File: config.mk
export PLATFORM = sky130hd
export DESIGN_NAME = fnv1a64_commitment_digest_top
export DESIGN_NICKNAME = d
export VERILOG_FILES = /design/src/rtl/fnvcd_pkg.sv /design/src/rtl/fnvcd_front.sv /design/src/rtl/fnvcd_queue.sv /design/src/rtl/fnvcd_back.sv /design/src/rtl/fnv1a64_commitment_digest_top.sv
export SDC_FILE = /design/constraint.sdc
export NUM_CORES = 1
export LEC_CHECK = 0
export BUFFER_PORTS_ARGS = -buffer_cell sky130_fd_sc_hd__buf_2
export CORE_ASPECT_RATIO = 2
export CORE_MARGIN = 8
export CORE_UTILIZATION = 65
export CTS_BUF_LIST = sky130_fd_sc_hd__clkbuf_16
export CTS_CLUSTER_SIZE = 16
export DETAILED_ROUTE_END_ITERATION = 8
export PLACE_DENSITY_LB_ADDON = 0.2
export SYNTH_ARGS = -nofsm -noshare
export SYNTH_HDL_FRONTEND = slang
export SYNTH_SLANG_ARGS = --single-unit
File: constraint.sdc
create_clock -name clk_i -period 9.4 [get_ports clk_i]
set_input_delay 0.94 -clock clk_i [delete_from_list [all_inputs] [get_ports clk_i]]
set_output_delay 0.94 -clock clk_i [all_outputs]
set_load 0.02 [all_outputs]
File: src/rtl/fnvcd_pkg.sv
// ----------------------------------------------------------------------------
// FNV-1a commitment digest package
// Constants, status types, the hash fold and the count terms used by the digest modules.
// ----------------------------------------------------------------------------
package fnvcd_pkg;

  localparam int HashW = 64;
  localparam int ByteW = 8;
  localparam int CountPortW = 16;
  localparam int WordIdxW = 2;
  localparam int CountBitsDefault = 16;
  localparam int CountStride = 13;

  localparam logic [HashW-1:0] FnvBasis = 64'hcbf29ce484222325;
  localparam logic [WordIdxW-1:0] LastWordIdx = 2'd3;

  // The prime 0x100000001b3 is 2^40 + 2^8 + 2^7 + 2^5 + 2^4 + 2^1 + 2^0.
  localparam int PrimeSh0 = 40;
  localparam int PrimeSh1 = 8;
  localparam int PrimeSh2 = 7;
  localparam int PrimeSh3 = 5;
  localparam int PrimeSh4 = 4;
  localparam int PrimeSh5 = 1;

  // Queue occupancy seen by the front and back parts.
  typedef struct packed {
    logic full;
    logic not_empty;
  } q_status_t;

  // Only the low count bits that both the port and the parameter carry are used.
  function automatic int cnt_width(input int count_bits);
    return (count_bits < CountPortW) ? count_bits : CountPortW;
  endfunction

  // One FNV-1a step: xor in the byte, multiply by the prime modulo 2^64.
  function automatic logic [HashW-1:0] fnv_fold(input logic [HashW-1:0] h,
                                                input logic [ByteW-1:0] b);
    logic [HashW-1:0] x;
    x = h ^ {{(HashW-ByteW){1'b0}}, b};
    return (x << PrimeSh0) + (x << PrimeSh1) + (x << PrimeSh2) + (x << PrimeSh3)
         + (x << PrimeSh4) + (x << PrimeSh5) + x;
  endfunction

  // Count term of digest word k: the count shifted left by 13 * k.
  function automatic logic [HashW-1:0] count_term(input logic [HashW-1:0] n,
                                                  input logic [WordIdxW-1:0] k);
    logic [HashW-1:0] t;
    case (k)
      2'd0: begin
        t = n;
      end
      2'd1: begin
        t = n << CountStride;
      end
      2'd2: begin
        t = n << (2 * CountStride);
      end
      default: begin
        t = n << (3 * CountStride);
      end
    endcase
    return t;
  endfunction

endpackage

File: src/rtl/fnvcd_front.sv
// ----------------------------------------------------------------------------
// FNV-1a front end
// Folds each accepted byte into the running hash and queues finished messages.
// ----------------------------------------------------------------------------
module fnvcd_front import fnvcd_pkg::*; #(
  parameter int COUNT_BITS = CountBitsDefault
) (
  input  logic                  clk_i,
  input  logic                  rst_ni,
  input  logic                  in_valid_i,
  output logic                  in_stall_o,
  input  logic [ByteW-1:0]      data_byte_i,
  input  logic                  last_byte_i,
  input  logic [CountPortW-1:0] element_count_i,
  input  q_status_t             q_status_i,
  output logic                  push_o,
  output logic [HashW+cnt_width(COUNT_BITS)-1:0] push_data_o
);

  localparam int CntW = cnt_width(COUNT_BITS);

  logic [HashW-1:0] hash_q, hash_d;
  logic [HashW-1:0] folded;
  logic             accept;

  assign in_stall_o = q_status_i.full;
  assign accept     = in_valid_i && !in_stall_o;
  assign folded     = fnv_fold(hash_q, data_byte_i);

  assign push_o      = accept && last_byte_i;
  assign push_data_o = {folded, element_count_i[CntW-1:0]};

  always_comb begin
    hash_d = hash_q;
    if (accept) begin
      hash_d = last_byte_i ? FnvBasis : folded;
    end
  end

  always_ff @(posedge clk_i or negedge rst_ni) begin
    if (!rst_ni) begin
      hash_q <= FnvBasis;
    end else begin
      hash_q <= hash_d;
    end
  end

endmodule

File: src/rtl/fnvcd_queue.sv
// ----------------------------------------------------------------------------
// FNV-1a message queue
// Two-entry FIFO of finished hashes with their element counts.
// ----------------------------------------------------------------------------
module fnvcd_queue import fnvcd_pkg::*; #(
  parameter int COUNT_BITS = CountBitsDefault
) (
  input  logic      clk_i,
  input  logic      rst_ni,
  input  logic      push_i,
  input  logic [HashW+cnt_width(COUNT_BITS)-1:0] push_data_i,
  input  logic      pop_i,
  output logic [HashW+cnt_width(COUNT_BITS)-1:0] head_o,
  output q_status_t status_o
);

  localparam int EntryW = HashW + cnt_width(COUNT_BITS);

  logic [1:0][EntryW-1:0] mem_q;
  logic       wr_ptr_q, rd_ptr_q;
  logic [1:0] cnt_q, cnt_d;

  assign head_o             = mem_q[rd_ptr_q];
  assign status_o.full      = (cnt_q == 2'd2);
  assign status_o.not_empty = (cnt_q != 2'd0);

  always_comb begin
    cnt_d = cnt_q;
    if (push_i && !pop_i) begin
      cnt_d = cnt_q + 2'd1;
    end else if (pop_i && !push_i) begin
      cnt_d = cnt_q - 2'd1;
    end
  end

  always_ff @(posedge clk_i) begin
    if (push_i) begin
      mem_q[wr_ptr_q] <= push_data_i;
    end
  end

  always_ff @(posedge clk_i or negedge rst_ni) begin
    if (!rst_ni) begin
      wr_ptr_q <= 1'b0;
      rd_ptr_q <= 1'b0;
      cnt_q    <= 2'd0;
    end else begin
      cnt_q <= cnt_d;
      if (push_i) begin
        wr_ptr_q <= !wr_ptr_q;
      end
      if (pop_i) begin
        rd_ptr_q <= !rd_ptr_q;
      end
    end
  end

endmodule

File: src/rtl/fnvcd_back.sv
// ----------------------------------------------------------------------------
// FNV-1a back end
// Expands each queued hash into four digest words through an output register.
// ----------------------------------------------------------------------------
module fnvcd_back import fnvcd_pkg::*; #(
  parameter int COUNT_BITS = CountBitsDefault
) (
  input  logic                clk_i,
  input  logic                rst_ni,
  input  logic [HashW+cnt_width(COUNT_BITS)-1:0] head_i,
  input  q_status_t           q_status_i,
  output logic                pop_o,
  output logic                out_valid_o,
  input  logic                out_stall_i,
  output logic [HashW-1:0]    digest_word_o,
  output logic [WordIdxW-1:0] word_index_o,
  output logic                last_word_o
);

  localparam int CntW = cnt_width(COUNT_BITS);

  logic                valid_q, valid_d;
  logic [HashW-1:0]    word_q;
  logic [WordIdxW-1:0] idx_q;
  logic                last_q;
  logic [WordIdxW-1:0] k_q, k_d;
  logic                load;
  logic [HashW-1:0]    hash;
  logic [HashW-1:0]    count;

  assign hash  = head_i[HashW+CntW-1:CntW];
  assign count = {{(HashW-CntW){1'b0}}, head_i[CntW-1:0]};

  // A new word enters the output register when the queue is not empty and the register is empty or being drained.
  assign load  = q_status_i.not_empty && (!valid_q || !out_stall_i);
  assign pop_o = load && (k_q == LastWordIdx);

  always_comb begin
    valid_d = valid_q && out_stall_i;
    k_d     = k_q;
    if (load) begin
      valid_d = 1'b1;
      k_d     = k_q + 2'd1;
    end
  end

  always_ff @(posedge clk_i) begin
    if (load) begin
      word_q <= hash ^ count_term(count, k_q);
      idx_q  <= k_q;
      last_q <= (k_q == LastWordIdx);
    end
  end

  always_ff @(posedge clk_i or negedge rst_ni) begin
    if (!rst_ni) begin
      valid_q <= 1'b0;
      k_q     <= '0;
    end else begin
      valid_q <= valid_d;
      k_q     <= k_d;
    end
  end

  assign out_valid_o   = valid_q;
  assign digest_word_o = word_q;
  assign word_index_o  = idx_q;
  assign last_word_o   = last_q;

endmodule

File: src/rtl/fnv1a64_commitment_digest_top.sv
// ----------------------------------------------------------------------------
// FNV-1a 64-bit commitment digest
// Hashes a byte stream and emits four count-mixed digest words per message.
// ----------------------------------------------------------------------------
// Throughput: one byte per cycle in unless in_stall_o; four digest words per message
// out, one per cycle unless out_stall_i. A finished hash goes into a queue entry
// as its last byte is accepted; its first word then enters the back output register.
// The input stalls only while both queue entries hold messages not yet fully emitted.
// Reset: asynchronous, active low; the running hash returns to the offset basis,
// the queue empties and no digest word is valid.
module fnv1a64_commitment_digest_top import fnvcd_pkg::*; #(
  parameter int COUNT_BITS = CountBitsDefault
) (
  input  logic                  clk_i,
  input  logic                  rst_ni,
  input  logic                  in_valid_i,
  output logic                  in_stall_o,
  input  logic [ByteW-1:0]      data_byte_i,
  input  logic                  last_byte_i,
  input  logic [CountPortW-1:0] element_count_i,
  output logic                  out_valid_o,
  input  logic                  out_stall_i,
  output logic [HashW-1:0]      digest_word_o,
  output logic [WordIdxW-1:0]   word_index_o,
  output logic                  last_word_o
);

  // Each queue entry carries the finished hash and the usable count bits.
  localparam int EntryW = HashW + cnt_width(COUNT_BITS);

  q_status_t         q_status;
  logic              push;
  logic              pop;
  logic [EntryW-1:0] push_data;
  logic [EntryW-1:0] head;

  // The front folds one byte per cycle while not stalled, with shifts and adds of
  // the sparse prime. On the last byte it pushes the final hash and count as one
  // request and restarts at the offset basis, so the next message can follow at once.
  fnvcd_front #(
    .COUNT_BITS(COUNT_BITS)
  ) u_front (
    .clk_i          (clk_i),
    .rst_ni         (rst_ni),
    .in_valid_i     (in_valid_i),
    .in_stall_o     (in_stall_o),
    .data_byte_i    (data_byte_i),
    .last_byte_i    (last_byte_i),
    .element_count_i(element_count_i),
    .q_status_i     (q_status),
    .push_o         (push),
    .push_data_o    (push_data)
  );

  // The queue lets the front keep hashing while the back is still emitting
  // the four words of an earlier message or is held by the sink.
  fnvcd_queue #(
    .COUNT_BITS(COUNT_BITS)
  ) u_queue (
    .clk_i      (clk_i),
    .rst_ni     (rst_ni),
    .push_i     (push),
    .push_data_i(push_data),
    .pop_i      (pop),
    .head_o     (head),
    .status_o   (q_status)
  );

  // The back walks word index 0 to 3 over the head entry and pops it as
  // the last word is loaded into the output register.
  fnvcd_back #(
    .COUNT_BITS(COUNT_BITS)
  ) u_back (
    .clk_i        (clk_i),
    .rst_ni       (rst_ni),
    .head_i       (head),
    .q_status_i   (q_status),
    .pop_o        (pop),
    .out_valid_o  (out_valid_o),
    .out_stall_i  (out_stall_i),
    .digest_word_o(digest_word_o),
    .word_index_o (word_index_o),
    .last_word_o  (last_word_o)
  );

endmodule

==> results.md <==
* Post-synthesis async set-or-reset flop share at 0.238
* Fin cells at 2596
* Total I/O pin count at 98
* Setup CP Type: in -> reg
* Worst Setup EP: u_front.hash_q[49]$_DFFE_PN1P_
* Status: completed
* Synth warn at 0
* Final Skew at 0.0261 ns
* Drt wl/cell at 24.8 um
* Crit-path cells: buf_2 > xor2_1 > fa_1 > fa_1 > inv_1 > fa_1 > inv_1 > ha_1 > ha_1 > nand3_1 > o22ai_1 > a311o_1 > a221oi_2 > o31ai_1 > a21o_1 > a311oi_2 > xnor2_1 > a2bb2oi_1
* Least-Margin Pin Slew at 1.32 ns
* Post-route cell area at 24200 um^2
* TNS Setup at 0 ns
* Delay-heaviest family, CP: adder cells
* Post-route ant nets at 0
* TritonCTS clock tree: yes
* DP Area at 23400 um^2
* Final hold violations at 0
* Syn Area/Cell at 10.9 um^2
* Post-CTS Setup Inserts at 0
* Layout fillers at 2513
* Seq cells post-synth at 298
* Clk slew on worst S/H paths at 0.07 ns
* Most frequent cells after synthesis: inv_1, fa_1, edfxtp_1
* Maximum Capacitance Violations at 0
* WL final at 64400 um
* Sequential element share of the synthesized area at 0.384
* Post-synth top area share at 0.303
* Max-Slew Margin vs Limit at 0.116
* DP Wirelength at 52300 um
* Worst Path Arrival at 7.18 ns
* Final Wtd Congestion at 1.01
* Top cells by area, synth: edfxtp_1, fa_1, inv_1
* DIE HEIGHT at 279 um
* Crit-path max cell delay at 1.01 ns
* CP Capture Type: flop
* All-Layer GR Usage at 0.324
* Worst Reg-to-Reg Cells at 17
* Residual DRC at 0
* Routed vias/inst at 5.97
* Worst r2r src: u_front.hash_q[6]$_DFFE_PN0P_
* CP max-delay cell: xor2_1
* TritonRoute pass-1 iters at 6
* Hold_buf cts at 0
* Unrepaired setup endpoints after global routing: no
* Core area at 34200 um^2
* Congestion Overflow GR at 0
* Die area at 41100 um^2
* Predominant post-synthesis flop cell: edfxtp_1
* Min-Delay Path Class: in -> async
* Starting Density at 0.657
* First-pass GRT wire length at 98700 um
* Top cell by count, worst path: fa_1
* Startpoint types: input pin
* FP Rows at 96
* Antenna diodes at 0
* Worst reg2reg setup slack at 2.78 ns
* Crit. path cell count at 18
* Number of antenna violations at the first check in global routing at 2
* CP required at 9.87 ns
* Proportion of layout cells with a drive suffix above 1 at 0.101
* Clk sinks at 298
* Synth Instances at 2056
* Vias in the first global route at 16900
* Clk root buf: clkbuf_16
* Fin crit share at 0.714
* Post-synth EDFFs at 227
* Synth-to-layout area growth at 7.85%
* Die width at 147 um
* Fin crit period at 6.71 ns
* CP Buf/Inv Count at 3
* Nets at 2516
* Leading area contributor after synthesis: edfxtp_1
* Syn nets at 2436
* Max Clk Rate at 0.149 GHz
* RR Endpoint: u_front.hash_q[49]$_DFFE_PN1P_
* 1st-iter DRT viols at 921
* Final setup viols at 0
* CP Max Fanout at 9
* CTS Buf Count at 27
* H-tree levels at 1
* Distinct cells, synth at 79
* PortBufs at 97
* Fin. max-slew vios at 0
* Resize count post-CTS at 0
* Most common cell in the netlist: inv_1
* Placed Cells incl. Taps at 2548
* Largest net degree at the start of global routing at 71
* Syn Std Cell Area at 22500 um^2
* CTS max path bufs at 3
* Crit path from: data_byte_i[6]
* Via count at 15500
* Clk Latency, worst-skew pair at 0.56 ns
sequential cells by signal, indices dropped and copies added, names as in the netlist:
name	cells
u_queue.wr_ptr_q	1
u_back.k_q	2
u_queue.mem_q	160
u_back.digest_word_o	64
u_queue.rd_ptr_q	1
u_front.hash_q	64
u_back.out_valid_o	1
u_back.word_index_o	2
u_queue.cnt_q	2
u_back.last_word_o	1
cell usage in the layout, fill, tap and decap left out, types with 15 or more instances in the layout:
master	Yosys	routed
a21o_1	24	24
a21oi_1	96	95
buf_2	5	96
buf_4	3	15
clkbuf_16	0	27
dfrtp_1	43	42
dfstp_2	28	28
edfxtp_1	227	227
fa_1	240	240
ha_1	111	111
inv_1	397	403
mux2_2	19	19
mux2i_1	18	18
nand2_1	207	206
nand3_1	27	27
nand4_1	17	17
nor2_1	62	60
o21ai_0	100	100
o21bai_1	16	16
xnor2_1	105	105
xor2_1	72	72
layer usage:
layer / vias to the layer above / track usage / share of wire
met5: - / 0 / 0.00036
met4: 2 / 0.261 / 0.096
met3: 244 / 0.0401 / 0.053
met2: 620 / 0.586 / 0.53
met1: 7721 / 0.329 / 0.32
li1: 6903 / - / -
cells by family (layout without fill, tap and decap cells):
group	Yosys count	after routing	share of synthesized area
AO/OA/AOI/OAI	348	348	0.0993
buffers and inverters	461	560	0.0778
flip-flops	298	298	0.384
adder cells (fa/ha/maj)	356	356	0.278
XOR/XNOR	177	177	0.0690
multiplexers	38	38	0.0180
AND/OR/NAND/NOR	378	378	0.0742
through the flow:
step                      utilization  worst slack, ns  hold slack (ns)
after floorplan                     -             3.48            0.441
after global placement          0.684             2.24            0.450
after detailed placement        0.684             2.20            0.463
after CTS                       0.708             2.75            0.336
after global routing            0.708             2.47            0.348
final                           0.708             2.69            0.334
layout make-up:
| cell class | instances | area [um^2] | area share |
|---|---|---|---|
| clock buffer | 27 | 676 | 0.0279 |
| timing repair buffer | 111 | 593 | 0.0245 |
| sequential | 298 | 8630 | 0.356 |
| inverter | 401 | 1510 | 0.0621 |
| clock inverter | 21 | 146 | 0.00604 |
| tap | 441 | 552 | 0.0228 |
| multi-input combinational | 1297 | 12100 | 0.501 |
worst min path at each step:
stage	start	cells after the start	slack (ns)	to
global placement	u_front.hash_q[5]$_DFFE_PN1P_	2	0.45	u_front.hash_q[5]$_DFFE_PN1P_
detailed placement	u_front.hash_q[2]$_DFFE_PN1P_	2	0.46	u_front.hash_q[2]$_DFFE_PN1P_
floorplan	u_front.hash_q[0]$_DFFE_PN1P_	2	0.44	u_front.hash_q[0]$_DFFE_PN1P_
CTS	rst_ni	1	0.34	u_front.hash_q[33]$_DFFE_PN0P_
global route	rst_ni	1	0.35	u_back.k_q[1]$_DFFE_PN0P_
finish	rst_ni	1	0.33	u_back.k_q[1]$_DFFE_PN0P_
Power is not shown: default switching activity piles up to over one toggle a cycle in this logic, so the estimate is an artifact.
